[config.mk]
export PLATFORM = sky130hd
export DESIGN_NAME = lwd_ctrl
export DESIGN_NICKNAME = d
export VERILOG_FILES = /design/src/rtl/lwd_pkg.sv /design/src/rtl/lwd_ctrl.sv
export SDC_FILE = /design/constraint.sdc
export NUM_CORES = 1
export LEC_CHECK = 0
export BUFFER_PORTS_ARGS = -buffer_cell sky130_fd_sc_hd__clkbuf_2
export CORE_UTILIZATION = 35
export DETAILED_ROUTE_END_ITERATION = 10
export MAX_ROUTING_LAYER = met4
export PLACE_DENSITY = 0.6
export SLEW_MARGIN = 20
export SYNTH_ARGS = -nofsm -noshare
export SYNTH_HDL_FRONTEND = slang
export SYNTH_SLANG_ARGS = --single-unit
[constraint.sdc]
create_clock -name clk -period 4.8 [get_ports clk]
set_input_delay 0 -clock clk [delete_from_list [all_inputs] [get_ports clk]]
set_output_delay 0 -clock clk [all_outputs]
set_load 0.02 [all_outputs]
[src/rtl/lwd_pkg.sv]
`timescale 1ns / 1ps
// ----------------------------------------------------------------------------
// lwd_pkg
// Shared types and constants of the LZSS window decoder: window geometry,
// pair field widths, sequencer states and the inter-module structs.
// ----------------------------------------------------------------------------
package lwd_pkg;

	// history window geometry
	localparam int WINDOW_DEPTH = 4096;
	localparam int POS_W        = $clog2(WINDOW_DEPTH);

	// pair fields
	localparam int OFFSET_W  = 12;
	localparam int LEN_W     = 5;
	localparam int MIN_MATCH = 3;
	localparam int FLAG_CNT  = 8;
	localparam int FLAGS_W   = 4;

	// copy sequencer states
	typedef enum logic [1:0] {
		ST_IDLE,
		ST_READ,
		ST_COPY
	} lwd_state_t;

	// history memory request
	typedef struct packed {
		logic             we;
		logic [POS_W-1:0] waddr;
		logic [7:0]       wdata;
		logic             re;
		logic [POS_W-1:0] raddr;
	} lwd_mem_req_t;

	// one decoded byte toward the output register
	typedef struct packed {
		logic       valid;
		logic [7:0] data;
		logic       last;
	} lwd_emit_t;

endpackage

[src/rtl/lwd_ctrl.sv]
`timescale 1ns / 1ps
// ----------------------------------------------------------------------------
// lwd_ctrl
// Stream parser and copy sequencer. Tracks flag bits, collects pairs and runs
// a copy one byte per unstalled cycle through a shared source address adder.
// ----------------------------------------------------------------------------
module lwd_ctrl
	import lwd_pkg::*;
(
	input  logic         clk,
	input  logic         arst_n,
	input  logic         in_valid,
	input  logic [7:0]   in_byte,
	output logic         in_ready,
	input  logic         slot_free,
	input  logic [7:0]   rd_data,
	output lwd_mem_req_t mem_req,
	output lwd_emit_t    emit
);

	lwd_state_t         state_q, state_d;
	logic [7:0]         flag_bits_q;
	logic [FLAGS_W-1:0] flags_left_q;
	logic               pair_pending_q;
	logic [7:0]         offset_low_q;
	logic [OFFSET_W-1:0] off_q;
	logic [LEN_W-1:0]   cnt_q;
	logic [POS_W-1:0]   wp_q;
	logic               accept;
	logic               copy_last;
	logic [POS_W-1:0]   src_addr;

	assign in_ready  = (state_q == ST_IDLE) && slot_free;
	assign accept    = in_valid && in_ready;
	assign copy_last = (cnt_q == LEN_W'(1));

	// shared source adder: write position + offset, plus one while copying
	assign src_addr = wp_q + POS_W'(off_q) + POS_W'(state_q == ST_COPY);

	// next state
	always_comb begin
		state_d = state_q;
		case (state_q)
			ST_IDLE: begin
				if (accept && pair_pending_q) begin
					state_d = ST_READ;
				end
			end
			ST_READ: begin
				state_d = ST_COPY;
			end
			ST_COPY: begin
				if (slot_free && copy_last) begin
					state_d = ST_IDLE;
				end
			end
			default: begin
				state_d = ST_IDLE;
			end
		endcase
	end

	// memory requests and emitted bytes
	always_comb begin
		mem_req = '0;
		emit    = '0;
		case (state_q)
			ST_IDLE: begin
				// literal
				if (accept && !pair_pending_q && (flags_left_q != '0) && !flag_bits_q[0]) begin
					mem_req.we    = 1'b1;
					mem_req.waddr = wp_q;
					mem_req.wdata = in_byte;
					emit.valid    = 1'b1;
					emit.data     = in_byte;
					emit.last     = 1'b1;
				end
			end
			ST_READ: begin
				mem_req.re    = 1'b1;
				mem_req.raddr = src_addr;
			end
			ST_COPY: begin
				if (slot_free) begin
					mem_req.we    = 1'b1;
					mem_req.waddr = wp_q;
					mem_req.wdata = rd_data;
					emit.valid    = 1'b1;
					emit.data     = rd_data;
					emit.last     = copy_last;
					if (!copy_last) begin
						mem_req.re    = 1'b1;
						mem_req.raddr = src_addr;
					end
				end
			end
			default: begin
				mem_req = '0;
			end
		endcase
	end

	// state registers
	always_ff @(posedge clk or negedge arst_n) begin
		if (!arst_n) begin
			state_q        <= ST_IDLE;
			flag_bits_q    <= '0;
			flags_left_q   <= '0;
			pair_pending_q <= 1'b0;
			offset_low_q   <= '0;
			wp_q           <= '0;
			cnt_q          <= '0;
			off_q          <= '0;
		end else begin
			state_q <= state_d;
			if (mem_req.we) begin
				wp_q <= wp_q + POS_W'(1);
			end
			if ((state_q == ST_COPY) && slot_free) begin
				cnt_q <= cnt_q - LEN_W'(1);
			end
			if (accept) begin
				if (pair_pending_q) begin
					// second pair byte: start the copy
					off_q          <= {in_byte[7:4], offset_low_q};
					cnt_q          <= LEN_W'(in_byte[3:0]) + LEN_W'(MIN_MATCH);
					pair_pending_q <= 1'b0;
					flag_bits_q    <= flag_bits_q >> 1;
					flags_left_q   <= flags_left_q - FLAGS_W'(1);
				end else if (flags_left_q == '0) begin
					flag_bits_q  <= in_byte;
					flags_left_q <= FLAGS_W'(FLAG_CNT);
				end else if (flag_bits_q[0]) begin
					offset_low_q   <= in_byte;
					pair_pending_q <= 1'b1;
				end else begin
					flag_bits_q  <= flag_bits_q >> 1;
					flags_left_q <= flags_left_q - FLAGS_W'(1);
				end
			end
		end
	end

`ifndef NO_ASSERTIONS
	// a running copy always has bytes left
	a_copy_cnt: assert property (@(posedge clk) disable iff (!arst_n)
		(state_q == ST_COPY) |-> (cnt_q != '0))
		else $error("copy running with zero count");

	// nothing is emitted unless the output register can take it
	a_emit_slot: assert property (@(posedge clk) disable iff (!arst_n)
		emit.valid |-> slot_free)
		else $error("byte emitted into a full output register");

	// the last copied byte returns the sequencer to idle
	a_copy_end: assert property (@(posedge clk) disable iff (!arst_n)
		((state_q == ST_COPY) && slot_free && copy_last) |=> (state_q == ST_IDLE))
		else $error("copy did not end after its last byte");
`endif

endmodule

======== Word level (Yosys, flattened, before mapping) ========
Index checks and enable logic that the tools add are counted.
operators by class
  order comparisons ....................... 0
  multiply operators ...................... 0
  add/sub/neg operators ................... 6
  equal/unequal tests ..................... 6
  shift operators ......................... 0
  divide/modulo/power cells ............... 0
  reduce and logical (&&, ||, !) cells .... 17
  bitwise gates (word level) .............. 2
  mux-type cells .......................... 23
operators by type and width
  cell                                               number
  case mux 21 bit (2 select lines)                   1
  2-to-1 mux 34 bit                                  1
  case mux 13 bit (2 select lines)                   1
  2-to-1 mux 8 bit                                   3
  2-to-1 mux 21 bit                                  1
  2-to-1 mux 10 bit                                  2
  case mux 10 bit (2 select lines)                   1
  2-to-1 mux 5 bit                                   3
  2-to-1 mux 13 bit                                  1
  adder 12 x 1 -> 12 bit                             1
  adder 12 x 1 -> 12 bit (second input constant)     1
  adder 12 bit                                       1
  2-to-1 mux 4 bit                                   3
  logical AND 1 bit                                  8
  case mux 2 bit (3 select lines)                    1
  AND reduction 2 bit                                3
  adder 4 x 2 -> 5 bit (second input constant)       1
  == test 5 x 1 -> 1 bit (second input constant)     1
  subtractor 5 x 1 -> 5 bit (second input constant)  1
  logical NOT 4 bit                                  1
  2-to-1 mux 2 bit                                   2
  AND reduction 4 bit                                1
  nonzero test 4 bit                                 1
  subtractor 4 x 1 -> 4 bit (second input constant)  1
  other kinds (9)                                    13
storage, ports and cells
  bits in latches ......................... 0
  input bits .............................. 20
  memory bits (writable) .................. 0
  memories kept ........................... 0
  ROM bits ................................ 0
  output and inout port bits .............. 45
  word-level logic and storage cells ...... 63
  register bits after elaboration ......... 52

======== Depth between registers and ports, before layout ========
Gate-level depths: netlist of the first run.
  depth after elaboration ................. 8
  gate-level depth with buffers ........... 10

======== Least setup slack after synthesis of the first run ========
No wires, ideal clock.
  path kind ............................... reg2out
  start point ............................. register state_q[0]
  end point ............................... output port mem_req[8] (netlist bit)
  arrival ................................. 2.442 ns
  stages on the path, launching flop included .. 11
  setup slack ............................. 2.358 ns
  buffers on the path ..................... 0
  data required time ...................... 4.800 ns
  cells stage by stage .................... dfrtp_1 inv_1 ha_1 fa_1 inv_1 fa_1 nor2b_1 o31a_1 o21ai_0 a21oi_1 o21ai_0
RTL lines
  item                      line             RTL
  start: declaration        lwd_ctrl.sv:21   lwd_state_t state_q, state_d;
  start signal: assignment  lwd_ctrl.sv:115  state_q <= state_d;
  end: declaration          lwd_ctrl.sv:17   output lwd_mem_req_t mem_req,

==> impl_metrics.csv, run 1 <==
group,metric,value,unit
yosys,yosysWarnings,0,
detailed_routing,drt-total-wl,6960,µm
yosys,yosysTopAreaCell,"dfrtp_1",
worst_setup_path,worst-r2r-cell-count,8,
clocking,cts_root_buf,"clkbuf_8",
worst_setup_path,path_max_fanout,4,
timing,rsz0062_at_grt,"no",
timing,period_share,62.70,%
worst_setup_path,end_kind,"output pin",
clocking,clk_pin_slew_worst_paths,100,ps
place,hpwlAfterDp,5253,µm
yosys,syn_area,3186,µm²
yosys,synthDominantCellAreaShare,40.85,%
pwr,p_leak,1.767,nW
detailed_routing,viasPerCell,5.141,
yosys,yosysMostFrequentCell,"dfrtp_1",
pwr,ir_drop,200.1,µV
floorplan,die_x,97.40,µm
worst_hold_path,hold-path-cell-count,2,
timing,worst_hold_slack,4.076,ps
clocking,cts_tree,"done",
worst_hold_path,hold_path_end,"offset_low_q[4]$_DFFE_PN0P_",
global_routing,overflow,0,
timing,final-hold-violation-count,0,
floorplan,num_rows,34,
worst_setup_path,crit_start,"state_q[0]$_DFFE_PN0P_",
floorplan,dieArea,9487,µm²
worst_setup_path,cp_slowest_cell,"a2111o_1",
detailed_routing,wire_per_inst,14.23,µm
place,gp_congestion,0.8428,
global_routing,grt_pass1_vias,2383,
run_status,outcome,"finished, final reports clean",
floorplan,io-pin-count,65,
detailed_routing,drtPass1Iterations,4,
yosys,ys_seq_elements,52,
floorplan,start_util,36.35,%
pwr,combPwrFrac,45.8,%
worst_setup_path,required,4800,ps
yosys,syn-instance-count,322,
yosys,synth_nets,362,
final_layout,syn_to_final_growth,15.99,%
final_layout,fill_cells,902,
detailed_routing,drtIter0Drc,133,
final_layout,nets,420,
detailed_routing,num_vias,2514,
timing,worstMarginPinSlew,951.7,ps
worst_setup_path,crit_path_start_kind,"register",
timing,max_clock_freq,0.3323,GHz
global_routing,grt_pass1_wl,11990,µm
worst_setup_path,crit_chain,"inv_1 > ha_1 > fa_1 > inv_1 > fa_1 > nor2b_1 > o31a_1 > o21ai_0 > a2111o_1 > o21ai_0 > clkbuf_2",
yosys,ys_types,49,
place,port-buffer-count,64,
timing,fin_crit,3010,ps
yosys,synthTopCellsByCount,"dfrtp_1 (52), nor2_1 (24), nand2_1 (22), o21ai_0 (22), mux2_2 (21)",
clocking,cts_buffers,5,
yosys,avgSynthCellArea,9.893,µm²
pwr,power_density,536.7,nW/µm²
global_routing,grt_max_degree,53,
pwr,pwr-share-seq,38.4,%
floorplan,core,8763,µm²
worst_setup_path,regToRegSetupSlack,2530,ps
yosys,synth-edff-count,0,
yosys,ys_seq_area_share,40.85,%
detailed_routing,drc,0,
clocking,cts_sinks,52,
timing,maxSlewViolCount,0,
worst_hold_path,min_from,"in_byte[4]",
worst_setup_path,cp_slowest_stage_delay,410,ps
final_layout,diodes,0,
global_routing,antenna_found_initial,0,
worst_setup_path,r2r_end,"wp_q[10]$_DFFE_PN0P_",
timing,setup_viol,0,
pwr,clockPowerShare,15.8,%
pwr,p_sw,0.8091,mW
detailed_routing,postRouteAntennaNets,0,
pwr,swShare,40.80,%
timing,tns,0,ps
worst_setup_path,arrival,3010,ps
timing,slew_headroom,36.13,%
clocking,cts_htree_levels,2,
global_routing,track_usage,16.02,%
worst_hold_path,worstHoldPathType,"input port to register",
flow_run,maxCapViolations,0,
worst_setup_path,reg2reg_from,"state_q[0]$_DFFE_PN0P_",
yosys,synth_flop_cell,"dfrtp_1",
clocking,clk_path_buf_depth,2,
yosys,synthTopCellsByArea,"dfrtp_1 (41%), mux2_2 (7.4%), ha_1 (7.1%)",
clocking,clk_latency,310,ps
final_layout,drive_gt1_share,26.77,%
pwr,cellInternalPower,1.174,mW
worst_setup_path,critPathKind,"register to output pin",
yosys,async_reset_ff_share,100.0,%
timing,skew,7.809,ps
floorplan,die_y,97.40,µm
==> cell type report <==
cell class	count	area, µm²	share of cell area, %
flip-flops and latches	52	1301	35.22
multi-input cells	236	1715	46.43
well taps	108	135.1	3.657
inverters	16	60.06	1.625
clock buffers	5	68.82	1.863
repair buffers	69	367.9	9.956
clock inverters	3	46.29	1.253
==> critical path: cells and delay by family (launching register included) <==
family | cells | cell delay (ps)
fa+ha+maj | 3 | 890
flops | 1 | 400
simple gates | 1 | 180
compound gates | 4 | 860
buf+inv | 3 | 370
==> worst max-delay path by stage <==
stage | end | slack, ps | cells past startpoint
detailed placement | mem_req[8] | 2170 | 11
floorplan | mem_req[8] | 2360 | 10
finish | mem_req[8] | 1790 | 11
CTS | mem_req[8] | 1790 | 11
global placement | mem_req[8] | 2260 | 11
global route | mem_req[6] | 1450 | 11
==> per-stage QoR <==
step / area (µm²) / power [mW] / setup slack (ps) / util, % / std cells
after detailed placement: 3540 / 1.677 / 2168 / 40.39 / 477
final: 3695 / 1.983 / 1791 / 42.16 / 489
after CTS: 3695 / 1.999 / 1788 / 42.16 / 489
after global routing: 3695 / 2.158 / 1450 / 42.16 / 489
after global placement: 3540 / 1.652 / 2260 / 40.39 / 477
after floorplan: 3186 / 1.451 / 2358 / - / 322
==> sequential cells by signal (all words and copies together) (netlist names) <==
name / flops
offset_low_q: 8
off_q: 12
flags_left_q: 4
pair_pending_q: 1
wp_q: 12
state_q: 2
flag_bits_q: 8
cnt_q: 5
==> cell families after synthesis <==
family	after synthesis	synth area share, %
xor+xnor	21	5.774
mux	25	8.680
compound gates	72	14.93
simple gates	98	16.14
fa+ha+maj	20	8.327
buf+inv	34	5.302
flops	52	40.85
==> power by group through the flow <==
stage	Clock, mW	Sequential [mW]	Combinational [mW]
final	0.313	0.762	0.908
after floorplan	0	0.725	0.726
after global routing	0.344	0.790	1.02
after detailed placement	0	0.772	0.905
after CTS	0.322	0.763	0.915
after global placement	0	0.764	0.888
==> timing repair <==
action | CTS | global route
resized for setup | 0 | 0
endpoints found under the hold margin | 56 | 0
setup buffers | 0 | 0
hold buffers | 4 | 0
==> routing by layer <==
layer	share of wire, %	wire length, µm	GRT usage [%]	vias to the layer above
li1	-	-	-	1241
met3	4.6	319	2.878	6
met5	0	0	-	-
met4	0.91	63	3.733	0
met1	50	3504	22.85	1190
met2	44	3074	23.67	77
==> layout by cell type, fill, tap and decap left out, types with 6 or more instances in the layout <==
cell type / count
a21oi_1: 17
a22o_1: 8
and2_1: 14
and3_1: 7
clkbuf_2: 64
dfrtp_1: 52
ha_1: 18
inv_1: 15
mux2_2: 21
nand2_1: 22
nand3_1: 6
nor2_1: 24
o21a_1: 6
o21ai_0: 22
xnor2_1: 14
xor2_1: 7
No activity file was read; power rests on OpenSTA's default activity.
==> inputs of run 2 (changes only) <==
PLACE_DENSITY = 0.62   (was 0.6)
clock period = 2.74 ns   (was 4.8 ns; I/O delays follow)
==> run 2 against run 1 <==
- via count increased by 0.84%
- total power rose by 78%
- critical path depth is the same
- wire length is 0.33% higher
- register-to-register slack got worse by 2000 ps
- clock power is 42% higher
- final area rose by 2.7%
- final cell count up 2.0%
- combinational power is 92% higher
- sequential share of layout area fell by 0.93 points
- hold slack better by 4.7 ps
- clock skew rose by 1.9 ps
- critical endpoint unchanged
- largest cell class unchanged
- largest power group unchanged
==> impl_metrics.csv, run 2 (synthesis gave the netlist of run 1 again) <==
group,metric,value,unit
run_status,outcome,"finished, final reports clean",
worst_setup_path,required,2740,ps
clocking,cts_root_buf,"clkbuf_8",
place,hpwlAfterDp,5263,µm
floorplan,die_y,97.40,µm
clocking,cts_htree_levels,2,
worst_setup_path,crit_family,"adder cells",
worst_setup_path,critPathKind,"register to output pin",
clocking,cts_tree,"done",
timing,rsz0062_at_grt,"yes",
worst_setup_path,crit_chain,"inv_2 > ha_4 > fa_2 > inv_2 > fa_2 > nor2b_4 > o31a_1 > o21ai_2 > a2111o_1 > o21ai_1 > buf_4",
floorplan,num_rows,34,
clocking,cts_sinks,52,
flow_run,maxCapViolations,0,
worst_setup_path,reg2reg_from,"state_q[0]$_DFFE_PN0P_",
worst_setup_path,crit_path_start_kind,"register",
floorplan,start_util,36.35,%
timing,fin_crit,2624,ps
detailed_routing,wire_per_inst,13.99,µm
worst_hold_path,hold-path-cell-count,2,
timing,max_clock_freq,0.3811,GHz
detailed_routing,drc,0,
pwr,p_leak,1.813,nW
floorplan,dieArea,9487,µm²
floorplan,io-pin-count,65,
detailed_routing,drtIter0Drc,125,
clocking,clk_path_buf_depth,2,
detailed_routing,postRouteAntennaNets,0,
global_routing,grt_pass1_wl,11880,µm
global_routing,grt_pass1_vias,2416,
final_layout,syn_to_final_growth,19.13,%
clocking,clk_pin_slew_worst_paths,100,ps
final_layout,nets,430,
timing,final-hold-violation-count,0,
floorplan,core,8763,µm²
timing,maxSlewViolCount,0,
worst_setup_path,worst-r2r-cell-count,9,
final_layout,reg_top3,"off_q x12, wp_q x12",
detailed_routing,drt-total-wl,6983,µm
place,preCtsSetupSlack,105.6,ps
final_layout,final_common_cell,"clkbuf_2",
global_routing,antenna_found_initial,0,
timing,worstMarginPinSlew,668.2,ps
worst_setup_path,path_max_fanout,4,
final_layout,layout_common_cells,"clkbuf_2 (62), dfrtp_1 (52), nor2_1 (24)",
timing,setup_viol,0,
place,port-buffer-count,64,
worst_setup_path,crit_cells,11,
pwr,power_density,927.7,nW/µm²
pwr,p_total,3.521,mW
timing,period_share,95.76,%
global_routing,grt_max_degree,53,
worst_setup_path,cp_slowest_stage_delay,410,ps
worst_setup_path,crit_start,"state_q[0]$_DFFE_PN0P_",
detailed_routing,viasPerCell,5.080,
worst_hold_path,worstHoldPathType,"input port to register",
worst_setup_path,crit_buf_inv,3,
final_layout,diodes,0,
clocking,cts_buffers,5,
global_routing,overflow,0,
pwr,ir_drop,351.0,µV
timing,skew,9.755,ps
place,gp_congestion,0.8830,
clocking,clk_latency,300,ps
global_routing,track_usage,15.77,%
worst_setup_path,arrival,2620,ps
worst_hold_path,min_from,"in_byte[5]",
floorplan,die_x,97.40,µm
worst_setup_path,end_kind,"output pin",
worst_setup_path,cp_slowest_cell,"fa_2",
final_layout,drive_gt1_share,30.43,%
timing,fin_ws,116.1,ps
timing,slew_headroom,55.45,%
detailed_routing,num_vias,2535,
detailed_routing,drtPass1Iterations,4,
run 2: through the flow:
step | setup TNS (ps) | hold slack [ps] | util [%] | cells | area, µm²
2_1_floorplan | 0 | -295.6 | - | 322 | 3186
3_3_place_gp | 0 | 163.6 | 40.82 | 482 | 3577
3_5_place_dp | 0 | 172.9 | 40.82 | 482 | 3577
4_1_cts | 0 | 2.517 | 42.73 | 496 | 3745
5_1_grt | -26.11 | 5.736 | 43.30 | 499 | 3795
6_report | 0 | 8.755 | 43.30 | 499 | 3795
run 2: final timing paths:
kind | to | slack, ps
max in group asynchronous | offset_low_q[0]$_DFFE_PN0P_ | 1960
worst min-delay path | off_q[9]$_DFFE_PN0P_ | 9
worst min register to register | flag_bits_q[1]$_DFFE_PN0P_ | 490
worst max register to register | wp_q[10]$_DFFE_PN0P_ | 510
min in group asynchronous | off_q[6]$_DFFE_PN0P_ | 340
worst max-delay path | mem_req[8] | 120
run 2: worst register-to-register path, stage by stage, from the launching register on:
cell and delay (ps):
dfrtp_1 400, inv_2 80, buf_4 100, ha_1 220, and3_1 350, a31oi_4 160, inv_2 260, and2_4 230
and4_4 210, xor2_1 140
run 2: power by group:
part / internal, mW / switching [mW]
sequential: 1.08 / 0.254
combinational: 0.797 / 0.941
clock: 0.182 / 0.262
total: 2.06 / 1.46
run 2: routing by layer:
metal  GRT usage, %  share of wire (%)  vias to the layer above
li1               -                  -                     1255
met1          22.65                 50                     1201
met2          23.56                 44                       75
met3          2.446                4.6                        4
met4          3.394               0.56                        0
met5              -                  0                        -
run 2: what timing repair did:
item / in CTS / in global routing
pin swaps: 2 / 5
gates resized for setup: 9 / 11
endpoints found under the setup margin: 4 / 4
buffers inserted: 2 / 3
hold endpoints to repair: 56 / 0
hold buffers: 4 / 0
run 2: final cells by class:
| class | instances | area, µm² |
|---|---|---|
| Multi-Input combinational cell | 236 | 1758 |
| Sequential cell | 52 | 1301 |
| Clock inverter | 2 | 16.27 |
| Tap cell | 108 | 135.1 |
| Fill cell | 885 | 4969 |
| Clock buffer | 6 | 72.57 |
| Timing Repair Buffer | 79 | 451.7 |
| Inverter | 16 | 60.06 |
==> inputs of run 3 (changes only) <==
--- a/config.mk
+++ b/config.mk
@@ -8,4 +8,5 @@
 export BUFFER_PORTS_ARGS = -buffer_cell sky130_fd_sc_hd__clkbuf_2
 export CORE_UTILIZATION = 35
+export CTS_BUF_LIST = sky130_fd_sc_hd__clkbuf_16
 export DETAILED_ROUTE_END_ITERATION = 10
 export MAX_ROUTING_LAYER = met4
==> constraint.sdc (replaced) <==
create_clock -name clk -period 2.74 [get_ports clk]
set_input_delay 0 -clock clk [delete_from_list [all_inputs] [get_ports clk]]
set_output_delay 0 -clock clk [all_outputs]
set_load 0.005 [all_outputs]
==> run 3 against run 2 <==
- sequential power hardly changed
- global-route usage rose by 0.072 points
- clock power up 62%
- highest routed layer unchanged
- largest cell class unchanged
- combinational power shrank 7%
- first-iteration DRC count grew 29%
==> impl_metrics.csv, run 3 (synthesis gave the netlist of run 1 again) <==
group,metric,value,unit
final_layout,fill_cells,857,
worst_setup_path,path_max_fanout,4,
worst_setup_path,required,2740,ps
clocking,clk_path_buf_depth,2,
clocking,cts_sinks,52,
worst_hold_path,hold-path-cell-count,2,
floorplan,start_util,36.35,%
clocking,clk_pin_slew_worst_paths,70,ps
global_routing,grt_pass1_wl,11960,µm
timing,final-hold-violation-count,0,
place,port-buffer-count,64,
worst_setup_path,reg2reg_from,"state_q[1]$_DFFE_PN0P_",
worst_setup_path,end_kind,"output pin",
timing,setup_viol,0,
worst_hold_path,hold_path_end,"cnt_q[0]$_DFF_PN0_",
clocking,cts_buffers,5,
timing,max_clock_freq,0.3778,GHz
global_routing,overflow,0,
pwr,power_density,963.2,nW/µm²
final_layout,reg_top3,"off_q x12, wp_q x12",
global_routing,antenna_found_initial,0,
final_layout,regArea,1301,µm²
timing,fin_crit,2647,ps
floorplan,dieArea,9487,µm²
final_layout,layout_common_cells,"clkbuf_2 (63), dfrtp_1 (52), nor2_1 (24)",
worst_hold_path,worstHoldPathType,"input port to register",
clocking,clk_latency,290,ps
detailed_routing,drtIter0Drc,161,
pwr,p_leak,1.834,nW
final_layout,nets,426,
worst_setup_path,critPathKind,"register to output pin",
detailed_routing,postRouteAntennaNets,0,
floorplan,num_rows,34,
final_layout,syn_to_final_growth,20.27,%
flow_run,maxCapViolations,0,
floorplan,core,8763,µm²
worst_hold_path,min_from,"in_byte[0]",
detailed_routing,viasPerCell,5.143,
pwr,clockPowerShare,19.6,%
worst_setup_path,crit_start,"state_q[0]$_DFFE_PN0P_",
run_status,outcome,"finished, final reports clean",
final_layout,layout.cells.non_filler,495,
floorplan,die_x,97.40,µm
pwr,combPwrFrac,44.0,%
final_layout,multi_input_area,1758,µm²
clocking,cts_root_buf,"clkbuf_16",
worst_setup_path,crit_path_start_kind,"register",
pwr,p_total,3.690,mW
global_routing,grt_pass1_vias,2455,
worst_setup_path,worst-r2r-cell-count,7,
timing,slew_headroom,55.60,%
final_layout,final_common_cell,"clkbuf_2",
clocking,cts_htree_levels,2,
pwr,pwr-share-seq,36.4,%
pwr,swShare,37.57,%
detailed_routing,drtPass1Iterations,4,
clocking,cts_tree,"done",
timing,worst_hold_slack,4.849,ps
place,hpwlAfterDp,5358,µm
detailed_routing,wire_per_inst,14.38,µm
timing,maxSlewViolCount,0,
detailed_routing,num_vias,2546,
worst_setup_path,regToRegSetupSlack,510,ps
worst_setup_path,r2r_end,"offset_low_q[3]$_DFFE_PN0P_",
floorplan,io-pin-count,65,
detailed_routing,drt-total-wl,7117,µm
pwr,cellInternalPower,2.304,mW
pwr,p_sw,1.386,mW
global_routing,track_usage,15.84,%
final_layout,diodes,0,
pwr,ir_drop,331.1,µV
place,dp_cells,481,
timing,period_share,96.61,%
global_routing,grt_max_degree,53,
final_layout,drive_gt1_share,30.75,%
place,gp_congestion,0.8723,
detailed_routing,drc,0,
worst_setup_path,arrival,2650,ps
timing,rsz0062_at_grt,"yes",
timing,worstMarginPinSlew,666.0,ps
floorplan,die_y,97.40,µm
timing,skew,6.698,ps
run 3: how the worst max path moves through the flow:
stage	endpoint	cells past startpoint
after floorplan	mem_req[8]	10
after global placement	mem_req[8]	11
after detailed placement	mem_req[8]	11
after CTS	mem_req[8]	11
after global routing	mem_req[11]	8
final	mem_req[8]	11
run 3: per-stage QoR:
| stage | setup TNS, ps | util [%] | instance area [µm²] | setup slack, ps |
|---|---|---|---|---|
| after floorplan | 0 | - | 3186 | 541.1 |
| after global placement | 0 | 40.73 | 3570 | 251.3 |
| after detailed placement | 0 | 40.73 | 3570 | 136.6 |
| after CTS | 0 | 43.09 | 3776 | 22.75 |
| after global routing | -30.69 | 43.72 | 3831 | -16.83 |
| final | 0 | 43.72 | 3831 | 92.76 |
run 3: final cells by class:
class / count / share of cell area, %
Clock buffer: 5 / 3.266
Clock inverter: 3 / 1.208
Inverter: 16 / 1.568
Multi-Input combinational cell: 236 / 45.89
Sequential cell: 52 / 33.96
Tap cell: 108 / 3.527
Timing Repair Buffer: 75 / 10.58
run 3: worst max-delay path, stage by stage, from the launching register on:
cell and delay (ps):
dfrtp_1 390, inv_2 100, ha_4 150, fa_2 260, inv_2 60, fa_2 410
nor2b_4 140, o31a_1 200, o21ai_2 100, a2111o_1 370, o21ai_1 70, buf_2 120
run 3: power groups by stage:
stage	clock [mW]	combinational (mW)	sequential, mW
floorplan	0	1.16	1.27
global placement	0	1.46	1.34
detailed placement	0	1.50	1.35
CTS	0.740	1.54	1.35
global route	0.776	1.82	1.39
finish	0.723	1.62	1.34
run 3: metal layers:
layer,track usage (%),wire length (µm),up-vias
met5,-,0,-
li1,-,-,1246
met1,22.16,3521,1219
met4,3.620,75,0
met3,2.374,295,6
met2,24.31,3225,75
run 3: timing repair:
| item | CTS | global route |
|---|---|---|
| buffers inserted | 1 | 4 |
| endpoints found under the setup margin | 4 | 3 |
| hold buffers | 1 | 0 |
| resized for setup | 6 | 9 |
| pin swaps | 1 | 4 |
| hold endpoints to repair | 52 | 0 |
